==> config.mk <==
export PLATFORM = sky130hd
export DESIGN_NAME = fco_ctrl
export DESIGN_NICKNAME = d
export VERILOG_FILES = /design/src/fco_pkg.sv /design/src/fco_ctrl.sv
export SDC_FILE = /design/constraint.sdc
export NUM_CORES = 1
export LEC_CHECK = 0
export BUFFER_PORTS_ARGS = -buffer_cell sky130_fd_sc_hd__buf_4
export CORE_MARGIN = 2
export CORE_UTILIZATION = 35
export DETAILED_ROUTE_END_ITERATION = 16
export SLEW_MARGIN = 20
export SYNTH_ARGS = -nofsm -noshare
export SYNTH_HDL_FRONTEND = slang
export SYNTH_SLANG_ARGS = --single-unit
==> constraint.sdc <==
create_clock -name clk -period 2.1 [get_ports clk]
set_input_delay 0.42 -clock clk [delete_from_list [all_inputs] [get_ports clk]]
set_output_delay 0.42 -clock clk [all_outputs]
set_load 0.01 [all_outputs]
==> src/fco_pkg.sv <==
// Shared types, codes and constant tables of the fly camera orientation block.
// Used by the controller, the datapath and the top level; depends on nothing.
package fco_pkg;

  // Default fraction widths of the angle and vector formats
  localparam int AF_DEF = 16;
  localparam int VF_DEF = 14;

  // Request kinds
  localparam logic [1:0] REQ_MOVE    = 2'd0;
  localparam logic [1:0] REQ_TURN    = 2'd1;
  localparam logic [1:0] REQ_RESTART = 2'd2;

  // Move keys
  localparam logic [2:0] KEY_W = 3'd0;
  localparam logic [2:0] KEY_S = 3'd1;
  localparam logic [2:0] KEY_A = 3'd2;
  localparam logic [2:0] KEY_D = 3'd3;

  // Configuration register indexes
  localparam logic [2:0] CFG_MOVE_SPEED  = 3'd0;
  localparam logic [2:0] CFG_TURN_SPEED  = 3'd1;
  localparam logic [2:0] CFG_START_X     = 3'd2;
  localparam logic [2:0] CFG_START_Y     = 3'd3;
  localparam logic [2:0] CFG_START_Z     = 3'd4;
  localparam logic [2:0] CFG_START_YAW   = 3'd5;
  localparam logic [2:0] CFG_START_PITCH = 3'd6;

  // Configuration reset values
  localparam logic [15:0] MOVE_SPEED_RST = 16'd1280;
  localparam logic [15:0] TURN_SPEED_RST = 16'd410;
  localparam logic [24:0] START_YAW_RST  = 25'd17694720;

  // Fixed-point constants
  localparam logic [31:0] DEG_TO_RAD_Q32 = 32'd74961321;
  localparam logic [31:0] ONE_Q30        = 32'h4000_0000;
  localparam int          DEG_LIM        = 89;

  // Sequencer lengths
  localparam int COS_TERMS = 6;
  localparam int SIN_TERMS = 5;
  localparam int MOD_STEPS = 11;

  typedef enum logic [4:0] {
    OP_NOP, OP_LOAD, OP_RESTART, OP_TURN_X, OP_TURN_Y, OP_TURN_P, OP_MOD, OP_YAW,
    OP_PREP, OP_RAD, OP_SQ, OP_X2, OP_PMUL, OP_DMUL, OP_DCOR, OP_CSAVE, OP_SMUL,
    OP_SFIN, OP_PROD, OP_PSTORE, OP_VEL, OP_VSAVE, OP_MMUL, OP_MADD, OP_OUT
  } dp_op_t;

  typedef struct packed {
    dp_op_t     op;
    logic [3:0] idx;
    logic       sel;
  } dp_cmd_t;

  typedef struct packed {
    logic [1:0] req;
    logic [2:0] key;
  } dp_stat_t;

  // Horner divisors of the Taylor series, innermost first
  function automatic logic [7:0] div_const(input logic is_cos, input logic [3:0] i);
    logic [7:0] d;
    d = 8'd2;
    if (is_cos) begin
      case (i)
        4'd0: d = 8'd132;
        4'd1: d = 8'd90;
        4'd2: d = 8'd56;
        4'd3: d = 8'd30;
        4'd4: d = 8'd12;
        default: d = 8'd2;
      endcase
    end else begin
      case (i)
        4'd0: d = 8'd110;
        4'd1: d = 8'd72;
        4'd2: d = 8'd42;
        4'd3: d = 8'd20;
        default: d = 8'd6;
      endcase
    end
    return d;
  endfunction

  // floor(2^30 / divisor), same indexing as div_const
  function automatic logic [29:0] div_recip(input logic is_cos, input logic [3:0] i);
    logic [29:0] r;
    r = 30'd536870912;
    if (is_cos) begin
      case (i)
        4'd0: r = 30'd8134407;
        4'd1: r = 30'd11930464;
        4'd2: r = 30'd19173961;
        4'd3: r = 30'd35791394;
        4'd4: r = 30'd89478485;
        default: r = 30'd536870912;
      endcase
    end else begin
      case (i)
        4'd0: r = 30'd9761289;
        4'd1: r = 30'd14913080;
        4'd2: r = 30'd25565281;
        4'd3: r = 30'd53687091;
        default: r = 30'd178956970;
      endcase
    end
    return r;
  endfunction

endpackage

==> src/fco_ctrl.sv <==
// Sequencer of the fly camera block: walks each request through its micro-steps.
// Depends on fco_pkg; drives fco_dp through dp_cmd_t and reads dp_stat_t.
module fco_ctrl (
  input  logic              clk,
  input  logic              rst_n,
  input  logic              in_valid,
  output logic              in_ready,
  output logic              out_valid,
  input  logic              out_ready,
  output fco_pkg::dp_cmd_t  cmd,
  input  fco_pkg::dp_stat_t stat
);

  typedef enum logic [4:0] {
    S_IDLE, S_DISP, S_VEL, S_VSAVE, S_MMUL, S_MADD, S_TX, S_TY, S_TP, S_RST, S_MOD,
    S_YAW, S_PREP, S_RAD, S_SQ, S_X2, S_PMUL, S_DMUL, S_DCOR, S_CSAVE, S_SMUL,
    S_SFIN, S_PROD, S_PST, S_OUT
  } state_t;

  state_t     state_r;
  logic [3:0] cnt_r;
  logic       ang_r;
  logic       cph_r;
  logic       rdy_r;
  logic       ov_r;
  logic       take;
  logic       emit;

  assign in_ready  = rdy_r;
  assign out_valid = ov_r;
  assign take      = in_valid && rdy_r;
  assign emit      = (state_r == S_OUT) && (!ov_r || out_ready);

  // Decode the step into a datapath command
  always_comb begin
    cmd.idx = cnt_r;
    cmd.sel = 1'b0;
    case (state_r)
      S_IDLE:  cmd.op = take ? fco_pkg::OP_LOAD : fco_pkg::OP_NOP;
      S_VEL:   cmd.op = fco_pkg::OP_VEL;
      S_VSAVE: cmd.op = fco_pkg::OP_VSAVE;
      S_MMUL:  cmd.op = fco_pkg::OP_MMUL;
      S_MADD:  cmd.op = fco_pkg::OP_MADD;
      S_TX:    cmd.op = fco_pkg::OP_TURN_X;
      S_TY:    cmd.op = fco_pkg::OP_TURN_Y;
      S_TP:    cmd.op = fco_pkg::OP_TURN_P;
      S_RST:   cmd.op = fco_pkg::OP_RESTART;
      S_MOD:   cmd.op = fco_pkg::OP_MOD;
      S_YAW:   cmd.op = fco_pkg::OP_YAW;
      S_PREP: begin
        cmd.op  = fco_pkg::OP_PREP;
        cmd.sel = ang_r;
      end
      S_RAD:   cmd.op = fco_pkg::OP_RAD;
      S_SQ:    cmd.op = fco_pkg::OP_SQ;
      S_X2:    cmd.op = fco_pkg::OP_X2;
      S_PMUL:  cmd.op = fco_pkg::OP_PMUL;
      S_DMUL: begin
        cmd.op  = fco_pkg::OP_DMUL;
        cmd.sel = cph_r;
      end
      S_DCOR: begin
        cmd.op  = fco_pkg::OP_DCOR;
        cmd.sel = cph_r;
      end
      S_CSAVE: cmd.op = fco_pkg::OP_CSAVE;
      S_SMUL:  cmd.op = fco_pkg::OP_SMUL;
      S_SFIN: begin
        cmd.op  = fco_pkg::OP_SFIN;
        cmd.sel = ang_r;
      end
      S_PROD:  cmd.op = fco_pkg::OP_PROD;
      S_PST:   cmd.op = fco_pkg::OP_PSTORE;
      S_OUT:   cmd.op = emit ? fco_pkg::OP_OUT : fco_pkg::OP_NOP;
      default: cmd.op = fco_pkg::OP_NOP;
    endcase
  end

  // Advance the sequence; hold the result valid until taken
  always_ff @(posedge clk) begin
    if (!rst_n) begin
      state_r <= S_IDLE;
      cnt_r   <= '0;
      ang_r   <= 1'b0;
      cph_r   <= 1'b0;
      rdy_r   <= 1'b1;
      ov_r    <= 1'b0;
    end else begin
      if (ov_r && out_ready && !emit) ov_r <= 1'b0;
      case (state_r)
        S_IDLE: begin
          if (take) begin
            rdy_r   <= 1'b0;
            state_r <= S_DISP;
          end
        end
        S_DISP: begin
          case (stat.req)
            fco_pkg::REQ_MOVE:    state_r <= (stat.key <= fco_pkg::KEY_D) ? S_VEL : S_OUT;
            fco_pkg::REQ_TURN:    state_r <= S_TX;
            fco_pkg::REQ_RESTART: state_r <= S_RST;
            default:              state_r <= S_OUT;
          endcase
        end
        S_VEL: state_r <= S_VSAVE;
        S_VSAVE: begin
          cnt_r   <= '0;
          state_r <= S_MMUL;
        end
        S_MMUL: state_r <= S_MADD;
        S_MADD: begin
          if (cnt_r == 4'd2) begin
            state_r <= S_OUT;
          end else begin
            cnt_r   <= cnt_r + 4'd1;
            state_r <= S_MMUL;
          end
        end
        S_TX: state_r <= S_TY;
        S_TY: state_r <= S_TP;
        S_TP, S_RST: begin
          cnt_r   <= 4'(fco_pkg::MOD_STEPS - 1);
          state_r <= S_MOD;
        end
        S_MOD: begin
          if (cnt_r == 4'd0) state_r <= S_YAW;
          else cnt_r <= cnt_r - 4'd1;
        end
        S_YAW: begin
          ang_r   <= 1'b0;
          state_r <= S_PREP;
        end
        S_PREP: state_r <= S_RAD;
        S_RAD:  state_r <= S_SQ;
        S_SQ:   state_r <= S_X2;
        S_X2: begin
          cph_r   <= 1'b1;
          cnt_r   <= '0;
          state_r <= S_PMUL;
        end
        S_PMUL: state_r <= S_DMUL;
        S_DMUL: state_r <= S_DCOR;
        S_DCOR: begin
          if (cph_r && cnt_r == 4'(fco_pkg::COS_TERMS - 1)) begin
            state_r <= S_CSAVE;
          end else if (!cph_r && cnt_r == 4'(fco_pkg::SIN_TERMS - 1)) begin
            state_r <= S_SMUL;
          end else begin
            cnt_r   <= cnt_r + 4'd1;
            state_r <= S_PMUL;
          end
        end
        S_CSAVE: begin
          cph_r   <= 1'b0;
          cnt_r   <= '0;
          state_r <= S_PMUL;
        end
        S_SMUL: state_r <= S_SFIN;
        S_SFIN: begin
          if (!ang_r) begin
            ang_r   <= 1'b1;
            state_r <= S_PREP;
          end else begin
            cnt_r   <= '0;
            state_r <= S_PROD;
          end
        end
        S_PROD: state_r <= S_PST;
        S_PST: begin
          if (cnt_r == 4'd3) begin
            state_r <= S_OUT;
          end else begin
            cnt_r   <= cnt_r + 4'd1;
            state_r <= S_PROD;
          end
        end
        S_OUT: begin
          if (emit) begin
            ov_r    <= 1'b1;
            rdy_r   <= 1'b1;
            state_r <= S_IDLE;
          end
        end
        default: state_r <= S_IDLE;
      endcase
    end
  end

endmodule

Word-level counts from Yosys, hierarchy flattened
Index checks and enable logic that the tools add are counted.
{"block": "totals", "regBits": 13, "in_bits": 9, "output_inout_bits": 12, "wordCells": 103}
{"block": "op_classes", "add_sub_neg": 2, "n_lt_le_gt_ge": 1, "eq_ne": 39, "muxes": 30, "reduce_logical": 25}
{"cell": "one-hot mux 5 bit (24 select lines)", "n": 1}
{"cell": "one-hot mux 5 bit (23 select lines)", "n": 1}
{"cell": "== test 5 bit (second input constant)", "n": 9}
{"cell": "== test 5 x 4 -> 1 bit (second input constant)", "n": 8}
{"cell": "two-way mux 5 bit", "n": 7}
{"cell": "two-way mux 4 bit", "n": 7}
{"cell": "one-hot mux 4 bit (7 select lines)", "n": 1}
{"cell": "== test 5 x 3 -> 1 bit (second input constant)", "n": 4}
{"cell": "!= test 2 bit (second input constant)", "n": 9}
{"cell": "one-hot mux 5 bit (3 select lines)", "n": 1}
{"cell": "== test 5 x 2 -> 1 bit (second input constant)", "n": 2}
{"cell": "== test 4 x 2 -> 1 bit (second input constant)", "n": 2}
{"cell": "== test 4 x 3 -> 1 bit (second input constant)", "n": 2}
{"cell": "one-hot mux 1 bit (2 select lines)", "n": 4}
{"cell": "OR reduction 2 bit", "n": 4}
{"cell": "AND reduction 7 bit", "n": 1}
{"cell": "nonzero test 7 bit", "n": 1}
{"cell": "logical AND 1 bit", "n": 6}
{"cell": "two-way mux 1 bit", "n": 6}
{"cell": "two-way mux 3 bit", "n": 2}
{"cell": "AND reduction 3 bit", "n": 2}
{"cell": "nonzero test 2 bit", "n": 3}
{"cell": "== test 5 x 1 -> 1 bit (second input constant)", "n": 1}
{"cell": "zero test 5 bit", "n": 1}
{"cell": "other kinds (10)", "n": 12}

Depth between registers and ports, before layout
Gate-level depths: netlist of run 1.
{"block": "logic_depth", "ltp_word": 8, "ltp_mapped": 8, "mapped_depth_nobuf": 8}

Least setup slack after synthesis of run 1
Ideal clock, no wire load.
{"block": "synth_timing", "path_kind": "reg2reg", "startpoint": "register state_r[3]", "endpoint": "register cnt_r[3]", "arrival_time_ns": 1.894, "t_required_ns": 1.953, "setup_slack_ns": 0.059, "path_stages_with_launch": 9, "synth_period_minus_slack_ns": 2.041, "cell_sequence": "dfxtp_1 or3b_4 nor2_4 ha_1 a21o_1 a21oi_1 xnor3_1 a21oi_1 a311oi_1"}
{"block": "synth_between", "elab_chain_cells": 4}
{"item": "start: declaration", "line_no": "fco_ctrl.sv:20", "rtl": "state_t state_r;"}
{"item": "start signal: assignment", "line_no": "fco_ctrl.sv:99", "rtl": "fco_pkg::REQ_MOVE: state_r <= (stat.key <= fco_pkg::KEY_D) ? S_VEL : S_OUT;"}
{"item": "== test 5 bit (tied with other cells)", "line_no": "fco_ctrl.sv:90", "rtl": "case (state_r)"}
{"item": "OR reduction 3 bit (no line) or OR reduction 2 bit (tied branches)"}
{"item": "nonzero test 7 bit (no line)"}
{"item": "AND reduction 7 bit (no line)"}
{"item": "end signal: assignment", "line_no": "fco_ctrl.sv:115", "rtl": "cnt_r <= cnt_r + 4'd1;"}
{"item": "end signal: assignment", "line_no": "fco_ctrl.sv:122", "rtl": "cnt_r <= 4'(fco_pkg::MOD_STEPS - 1);"}
{"item": "end signal: assignment", "line_no": "fco_ctrl.sv:127", "rtl": "else cnt_r <= cnt_r - 4'd1;"}
{"item": "end: declaration", "line_no": "fco_ctrl.sv:21", "rtl": "logic [3:0] cnt_r;"}
Several ways; a longest one is shown, not always the timed one.
A chain may end at the register's enable or synchronous reset.

Worst setup path in the final report of run 1
{"block": "layout_timing", "startpoint": "register state_r[2]", "endpoint": "register cnt_r[1]"}
The elaborated chain is that of the path after synthesis.

==> reports/metrics.cfg, run 1 <==
[clocking]
hold_buffers=0
cts.clk_slew.worst_paths_ns=0.05
ctsHtreeMaxLevel=1
numCtsBuffers=3
clockBufferDepth=2
clkSinkCount=13
root_buffer=clkbuf_8
cts_tree=done
worstSkewPairLatency_ns=0.24

[hold_path]
whs_endpoint=in_ready
holdCritStartpoint=rst_n
min_path_cells=2
hp-class=in2reg

[grt]
grt_pass1_wl_um=6330
grt_pass1_vias=1243
grt_max_degree=36
use_met1_pct=27.6
met2_usage_pct=25.7
gr-usage-all-layers_pct=18.4
grt_util_met3_pct=1.67
busiest_layer=met1
grt_overflow=0
antenna_found_initial=0

[timing]
fin_skew_ns=0.00115
rsz0062_at_grt=true
setup_viol=0
fin_crit_sh_pct=98.5
clock.fmax_mhz=483
fin_hold_ws_ns=0.402
slew_violations=0
tightestPinTransition_ns=0.455
hold_viol_final=0
slew_headroom_pct=69.4
period_needed_ns=2.07
fin_ws_ns=0.0309

[synth]
synth_top_cell_area_share_pct=18.3
synthTopCellsByArea=dfxtp_1 (18%), a21oi_1 (6.7%), o21ai_0 (4.6%)
postSynthAreaPerCell_um2=7.49
synth.distinct_cells=65
ys_async_sr_fraction_pct=0
synth_ff_type=dfxtp_1
netlist_instances=190
synth_nets=202
synth_edf_count=0
synth_area_um2=1420
yosys_register_bits=13
yosys.area.top_type=dfxtp_1
yosys_warnings=0
ys_seq_area_share_pct=18.3

[die]
io_pins=21
std_cell_rows=23
die_width_um=67.8
initial_utilization_pct=36.1
die_area_um2=4590
dieHeight_um=67.8
fp.coreArea_um2=3940

[setup_path]
critPathCaptureType=flip-flop
critPathMaxFanout=4
r2r_cells=8
crit_required_ns=2.27
path_class=reg2reg
rrSetupSlack_ns=0.03
r2r-start=state_r[2]
worstPathArrival_ns=2.24
rr_endpoint=cnt_r[1]
start_kind=flip-flop

[placed_design]
pre_cts_ws_ns=-0.0227
postPlaceCellArea_um2=1650
port_buffers=18
gp_congestion=0.819
post-dp-hpwl_um=2790

[power]
peakVddDrop_v=0.000727
power.static_leakage_nw=0.677
netSwitchingFraction_pct=45.7
p_comb_share_pct=71.4
p_sw_uw=965
p_seq_share_pct=18.1
clockPowerShare_pct=10.5
powerDensity_nw_per_um2=1180
p_int_mw=1.15

[routing]
drtIter0Drc=146
via_per_inst=5.76
wl_per_cell_um=15.5
vias=1504
wl_um=4060
postRouteAntennaNets=0
drc=0
dr.pass1.iters=4

[cells_and_area]
layout-drive-gt1-share_pct=26.1
area_growth_pct=26.0
finalInstanceArea_um2=1790
num_antenna_cells=0
final_nets=224

[flow_run]
maxCapViolCount=0

[outcome]
outcome=finished clean

## cells in the final DEF (no fill, tap or decap), drive strengths merged, types with 3 or more instances in the layout
cell type  Yosys  routed
nand2b         6       6
nor3           6       6
buf           12      30
inv            4       4
nor2          14      14
dfxtp         13      13
nor4           3       3
nand2         14      14
a21oi         19      19
nand4          3       3
o21ai         14      14
a31oi          3       3
nor2b         10      10
or3            3       3
or3b           4       4
xnor2          3       3
clkbuf         2       5
nand3          6       6
a211oi         4       4
## sequential cells by signal, summed over array words and instances (netlist names)
name       count
ang_r          1
cnt_r          4
cph_r          1
in_ready       1
out_valid      1
state_r        5
## worst max-delay path: stages (launching register included)
cell and delay (ns):
dfxtp_2 0.35, or3b_4 0.39, nor2_4 0.15, inv_2 0.05
fa_1 0.48, o21bai_1 0.18, a21oi_1 0.14, nand4_1 0.11
a21oi_1 0.15
## power by group through the flow
stage | clock, mW | combinational [mW] | sequential [mW]
floorplan | 0 | 0.964 | 0.383
global placement | 0 | 1.37 | 0.371
detailed placement | 0 | 1.37 | 0.374
CTS | 0.231 | 1.41 | 0.372
global route | 0.243 | 1.67 | 0.391
finish | 0.222 | 1.51 | 0.381
## cell usage after synthesis (2+ instances only)
cell and n:
mux2i_1 2, or4b_1 2, a21oi_1 19, nand2b_1 6, a21o_1 2, a31oi_1 3, nor3b_1 2, o21a_1 2
nor2_1 13, nand4_1 3, nand2_1 14, buf_2 10, a221oi_1 2, nor2b_1 10, ha_1 2, a211o_1 2
nor3_1 5, dfxtp_1 13, or3_1 3, nor4_1 2, o31ai_1 2, clkbuf_1 2, o21ai_0 13, inv_1 4
or3b_1 2, nand4bb_1 2, a211oi_1 3, nand3_1 6, xnor2_1 3
## cells by family (layout without fill, tap and decap cells)
family / count (synthesis) / after routing / synth area share [%]
xor gates and xnor gates: 5 / 5 / 4.05
buffers and inverters: 19 / 40 / 6.68
muxes: 2 / 2 / 1.41
adders and majority gates: 3 / 3 / 3.17
and+or+nand+nor: 85 / 85 / 36.4
AOI/OAI and AO/OA: 63 / 63 / 30.0
DFF: 13 / 13 / 18.3
## how the worst max path moves through the flow
stage / start / to / slack (ns) / cells after the start
2_1_floorplan: state_r[3] / cnt_r[3] / 0.06 / 8
3_3_place_gp: state_r[3] / cnt_r[1] / -0.004 / 8
3_5_place_dp: state_r[3] / cnt_r[1] / -0.02 / 8
4_1_cts: state_r[0] / cnt_r[1] / -0.04 / 8
5_1_grt: state_r[2] / cnt_r[1] / -0.05 / 8
6_report: state_r[2] / cnt_r[1] / 0.03 / 8
## per-stage QoR
stage	instances	utilization (%)	power, mW	setup TNS [ns]
6_report	261	45.5	2.11	0
2_1_floorplan	190	-	1.35	0
4_1_cts	259	43.6	2.01	-0.0740
5_1_grt	261	45.5	2.30	-0.135
3_5_place_dp	255	41.9	1.74	-0.0227
3_3_place_gp	255	41.9	1.74	-0.00437
## metal layers
layer	up-vias	wire length, um
met5	-	0
met4	0	41
met3	2	196
met2	40	1950
met1	701	1870
li1	761	-
## repair_timing
action | CTS | global route
pin swaps | 9 | 2
endpoints found under the setup margin | 6 | 7
buffers inserted | 0 | 1
gates cloned | 0 | 1
gates resized for setup | 7 | 12
## final cells by class
cell class              count  area (um2)
inverters                   5        18.8
fillers                   380        2150
clock buffers               4        45.0
repair buffers             31         292
multi-input cells         158        1110
well taps                  50        62.6
flip-flops and latches     13         263
Power figures use the tool's default switching activity.
==> run 2, diff against run 1 <==
Settings changed: PLACE_DENSITY set to 0.57.
==> reports/metrics.cfg, run 2 (synthesis gave the netlist of run 1 again) <==
[timing]
fin_crit_sh_pct=100  ; +1.5 points
slew_violations=0  ; unchanged
setup_viol=1  ; +1
fin_skew_ns=0.0123  ; +0.0112 ns
rsz0062_at_grt=true
tns_ns=-0.000740  ; -0.000740 ns
fin_ws_ns=-0.000740  ; -0.0316 ns
clock.fmax_mhz=476  ; -1.5%
period_needed_ns=2.10  ; +0.0316 ns
slew_headroom_pct=67.9  ; -1.5 points
tightestPinTransition_ns=0.477  ; +0.0220 ns
hold_viol_final=0  ; unchanged

[cells_and_area]
num_antenna_cells=0  ; unchanged
largest_reg_flops=5  ; unchanged
top_regs=state_r x5, cnt_r x4
layout_commonest_cell=buf_4
fill_cells=388  ; +2.1%
multi_input_area_um2=1130  ; +1.8%
regMostFlops=state_r
area_growth_pct=31.8
final_nets=233  ; +4.0%
layout-drive-gt1-share_pct=31.4  ; +5.3 points
utilization_pct=47.6  ; +2.1 points
regArea_um2=267  ; +1.4%
final_cell_mix=buf_4 (35), a21oi_1 (15), nand2_1 (14)

[routing]
drc=0  ; unchanged
wl_um=4210  ; +3.8%
via_per_inst=5.81  ; +0.78%
drtIter0Drc=134  ; -8.2%
postRouteAntennaNets=0  ; unchanged
dr.pass1.iters=4  ; unchanged
vias=1568  ; +4.3%
wl_per_cell_um=15.6  ; +0.36%

[placed_design]
post-dp-hpwl_um=2950  ; +5.8%
port_buffers=18  ; unchanged
gp_congestion=0.821  ; +0.22%

[power]
p_total_mw=2.23  ; +5.7%
peakVddDrop_v=0.000464  ; -36%
powerDensity_nw_per_um2=1190  ; +1.0%
power.static_leakage_nw=0.730  ; +7.8%

[flow_run]
maxCapViolCount=0  ; unchanged

[grt]
gr-usage-all-layers_pct=19.7  ; +1.2 points
grt_overflow=0  ; unchanged
grt_pass1_wl_um=6930  ; +9.6%
grt_max_degree=31  ; -14%
antenna_found_initial=0  ; unchanged
grt_pass1_vias=1415  ; +14%

[setup_path]
critPathMaxFanout=3  ; -1
cp_slowest_cell=or3b_4
crit_end=cnt_r[3]
start_kind=flip-flop
cp_cell_sequence=or3b_4, nor2_4, ha_1, a21o_1, a21oi_2, xnor3_1, a21oi_2, a311oi_2
rr_endpoint=cnt_r[3]
worstPathArrival_ns=2.20  ; -0.04 ns
crit_required_ns=2.20  ; -0.07 ns
r2r_cells=8  ; unchanged
crit_start=state_r[2]
rrSetupSlack_ns=-0.0007  ; -0.03 ns
critPathCaptureType=flip-flop
crit_path_frequent_cell=a21oi_2
r2r-start=state_r[2]
path_class=reg2reg
crit_path_max_incr_delay_ns=0.39  ; -0.09 ns

[clocking]
numCtsBuffers=3  ; unchanged
clkSinkCount=13  ; unchanged
clockBufferDepth=2  ; unchanged
ctsHtreeMaxLevel=1  ; unchanged
cts.clk_slew.worst_paths_ns=0.07  ; +0.02 ns
root_buffer=clkbuf_8
cts_tree=done
worstSkewPairLatency_ns=0.25  ; about the same

[die]
die_width_um=67.8  ; unchanged
initial_utilization_pct=36.1  ; unchanged
std_cell_rows=23  ; unchanged
die_area_um2=4590  ; unchanged
dieHeight_um=67.8  ; unchanged
fp.coreArea_um2=3940  ; unchanged
io_pins=21  ; unchanged

[hold_path]
hp-class=in2reg
min_path_cells=2  ; unchanged
holdCritStartpoint=rst_n

[outcome]
violations=setup timing
outcome=complete, but fails checks

-- run 2: cell count changes in the layout (fill, tap and decap cells not counted), moves of 2 or more --
cell | previous run | this run
buf_12 | 3 | 1
o21ai_0 | 10 | 12
buf_4 | 26 | 35
a21oi_1 | 17 | 15
buf_6 | 1 | 3
o21ai_1 | 4 | 2
a21oi_2 | 2 | 4
-- run 2: what timing repair did --
item / CTS / global route
gates resized for setup: 9 / 15
pin swaps: 0 / 7
hold buffers: 0 / 0
cloned: 1 / 0
buffers inserted: 1 / 2
endpoints found under the setup margin: 4 / 9
-- run 2: layout make-up --
type / instances / share of cell area, %
Multi-Input combinational cell: 158 / 60.4
Clock inverter: 1 / 0.267
Timing Repair Buffer: 40 / 18.6
Tap cell: 50 / 3.34
Clock buffer: 3 / 2.20
Inverter: 5 / 1.00
Sequential cell: 13 / 14.2
-- run 2: metrics by stage --
step | instances | setup WS [ns] | hold WS, ns | cell area [um2]
6_report | 270 | -0.000740 | 0.391 | 1880
5_1_grt | 270 | -0.139 | 0.413 | 1880
4_1_cts | 268 | 0.000417 | 0.396 | 1800
3_5_place_dp | 262 | 0.0639 | 0.517 | 1680
3_3_place_gp | 262 | 0.0569 | 0.508 | 1680
2_1_floorplan | 190 | 0.0590 | 0.492 | 1420
-- run 2: layer usage --
metal | up-vias | global-route usage (%) | routed length [um]
li1 | 780 | - | -
met4 | 0 | 4.08 | 25
met3 | 2 | 1.00 | 201
met5 | - | 0 | 0
met2 | 49 | 29.5 | 1890
met1 | 737 | 30.6 | 2090
-- run 2: worst min-delay path by stage --
stage | end | slack, ns
detailed placement | in_ready | 0.52
global placement | in_ready | 0.51
floorplan | in_ready | 0.49
global route | in_ready | 0.41
CTS | in_ready | 0.40
finish | in_ready | 0.39
-- run 2: critical path: cells and delay by family (launching register included) --
kind	cells	cell delay, ns
AO/OA/AOI/OAI	4	0.56
XOR/XNOR	1	0.24
adder cells (fa/ha/maj)	1	0.24
flip-flops	1	0.36
AND/OR/NAND/NOR	2	0.55
-- run 2: power breakdown --
part	internal, mW	total, mW	switching (mW)
combinational	0.771	1.62	0.848
clock	0.131	0.238	0.107
sequential	0.314	0.374	0.0598
==> run 3, diff against run 2 <==
Settings changed: SETUP_SLACK_MARGIN set to 0.02.
==> reports/metrics.cfg, run 3 (synthesis gave the netlist of run 1 again) <==
[outcome]
outcome=complete, but fails checks
violations=setup timing

[setup_path]
critPathCaptureType=flip-flop
critPathTopFamily=compound AO/OA/AOI/OAI gates
cp.buffers_inverters=0  ; unchanged
cp_slowest_cell=or3b_4
r2r-start=state_r[2]
path_class=reg2reg
start_kind=flip-flop
crit_required_ns=2.20  ; about the same
critPathMaxFanout=3  ; unchanged
crit_path_max_incr_delay_ns=0.39  ; about the same
worstPathArrival_ns=2.21  ; about the same
crit_start=state_r[2]
cp_cell_sequence=or3b_4, nor2_4, ha_1, a21o_1, a21oi_2, xnor3_1, a21oi_2, a311oi_2
crit_path_frequent_cell=a21oi_2

[clocking]
ctsHtreeMaxLevel=1  ; unchanged
cts_tree=done
numCtsBuffers=3  ; unchanged
root_buffer=clkbuf_8
cts.clk_slew.worst_paths_ns=0.07  ; about the same
clockBufferDepth=2  ; unchanged
clkSinkCount=13  ; unchanged
worstSkewPairLatency_ns=0.25  ; about the same

[routing]
postRouteAntennaNets=0  ; unchanged
via_per_inst=5.84  ; +0.50%
wl_um=4180  ; -0.76%
wl_per_cell_um=15.5  ; -0.39%
drc=0  ; unchanged
dr.pass1.iters=4  ; unchanged
vias=1570  ; +0.13%
drtIter0Drc=137  ; +2.2%

[grt]
grt_overflow=0  ; unchanged
grt_pass1_vias=1418  ; +0.21%
grt_max_degree=31  ; unchanged
antenna_found_initial=0  ; unchanged
gr-usage-all-layers_pct=19.6  ; -0.035 points
grt_pass1_wl_um=6930  ; unchanged

[power]
power.static_leakage_nw=0.726  ; -0.57%
powerDensity_nw_per_um2=1190  ; -0.18%
peakVddDrop_v=0.000463  ; -0.20%

[timing]
fin_ws_ns=-0.00509  ; -0.00435 ns
rsz0062_at_grt=true
setup_viol=1  ; unchanged
tightestPinTransition_ns=0.468  ; -0.00909 ns
fin_crit_sh_pct=100  ; +0.21 points
fin_skew_ns=0.0128  ; +0.000440 ns
slew_violations=0  ; unchanged
period_needed_ns=2.11  ; +0.00435 ns
slew_headroom_pct=68.6  ; +0.61 points
clock.fmax_mhz=475  ; -0.21%
hold_viol_final=0  ; unchanged

[cells_and_area]
largest_reg_flops=5  ; unchanged
num_antenna_cells=0  ; unchanged
layout-drive-gt1-share_pct=31.1  ; -0.31 points
area_growth_pct=31.6
stdcell_count=269  ; -0.37%
utilization_pct=47.5  ; -0.095 points
final_nets=232  ; -0.43%
regMostFlops=state_r
multi_input_area_um2=1130  ; unchanged
top_regs=state_r x5, cnt_r x4
layout_commonest_cell=buf_4
fill_cells=390  ; +0.52%
final_cell_mix=buf_4 (34), a21oi_1 (15), nand2_1 (14)
regArea_um2=267  ; unchanged

[die]
initial_utilization_pct=36.1  ; unchanged
io_pins=21  ; unchanged
std_cell_rows=23  ; unchanged
die_width_um=67.8  ; unchanged
fp.coreArea_um2=3940  ; unchanged
die_area_um2=4590  ; unchanged
dieHeight_um=67.8  ; unchanged

[hold_path]
hp-class=in2reg
holdCritStartpoint=rst_n

[placed_design]
port_buffers=18  ; unchanged
gp_congestion=0.821  ; unchanged
post-dp-hpwl_um=2950  ; unchanged
placed_cells=262  ; unchanged

[flow_run]
maxCapViolCount=0  ; unchanged

[run 3: cell types whose count changed in the layout (fill, tap and decap cells not counted)]
cell   previous run  this run
buf_4            35        34
buf_8             0         1
buf_6             3         2
[run 3: timing repair]
item | 4_1_cts | 5_1_grt
endpoints found under the setup margin | 6 | 10
buffers inserted | 1 | 1
gates cloned | 1 | 0
gates resized for setup | 9 | 16
hold buffers | 0 | 0
endpoints found under the hold margin | 0 | 0
pin swaps | 0 | 7
[run 3: through the flow]
stage / setup TNS (ns) / power (mW) / cell area, um2 / hold slack (ns) / worst slack, ns
finish: -0.00509 / 2.22 / 1870 / 0.390 / -0.00509
global route: -0.462 / 2.43 / 1870 / 0.413 / -0.142
CTS: 0 / 2.11 / 1800 / 0.396 / 0.000417
detailed placement: 0 / 1.76 / 1680 / 0.517 / 0.0639
global placement: 0 / 1.76 / 1680 / 0.508 / 0.0569
floorplan: 0 / 1.35 / 1420 / 0.492 / 0.0590
[run 3: path summary, 6_finish.rpt]
kind	to	slack, ns	cells after the start
setup reg to reg	cnt_r[3]	-0.005	8
hold reg to reg	in_ready	0.53	2
hold / removal	in_ready	0.39	2
setup / recovery	cnt_r[3]	-0.005	8
[run 3: per-layer routing]
layer / vias to the layer above / part of all wire (%) / GRT usage, %
met5: - / 0 / 0
met4: 0 / 0.60 / 4.08
met3: 2 / 5.2 / 1.00
met2: 48 / 45 / 29.7
met1: 744 / 49 / 30.4
li1: 776 / - / -
[run 3: power by group]
group          leakage (nW)  internal (mW)  switching, mW  total [mW]
clock                0.0255          0.131          0.107       0.238
combinational         0.592          0.769          0.840        1.61
sequential            0.108          0.314         0.0619       0.376
[run 3: final cells by class]
type / count / share of cell area [%]
timing repair buffer: 39 / 18.4
sequential: 13 / 14.2
clock buffer: 3 / 2.21
inverter: 5 / 1.00
clock inverter: 1 / 0.267
tap: 50 / 3.34
multi-input combinational: 158 / 60.5
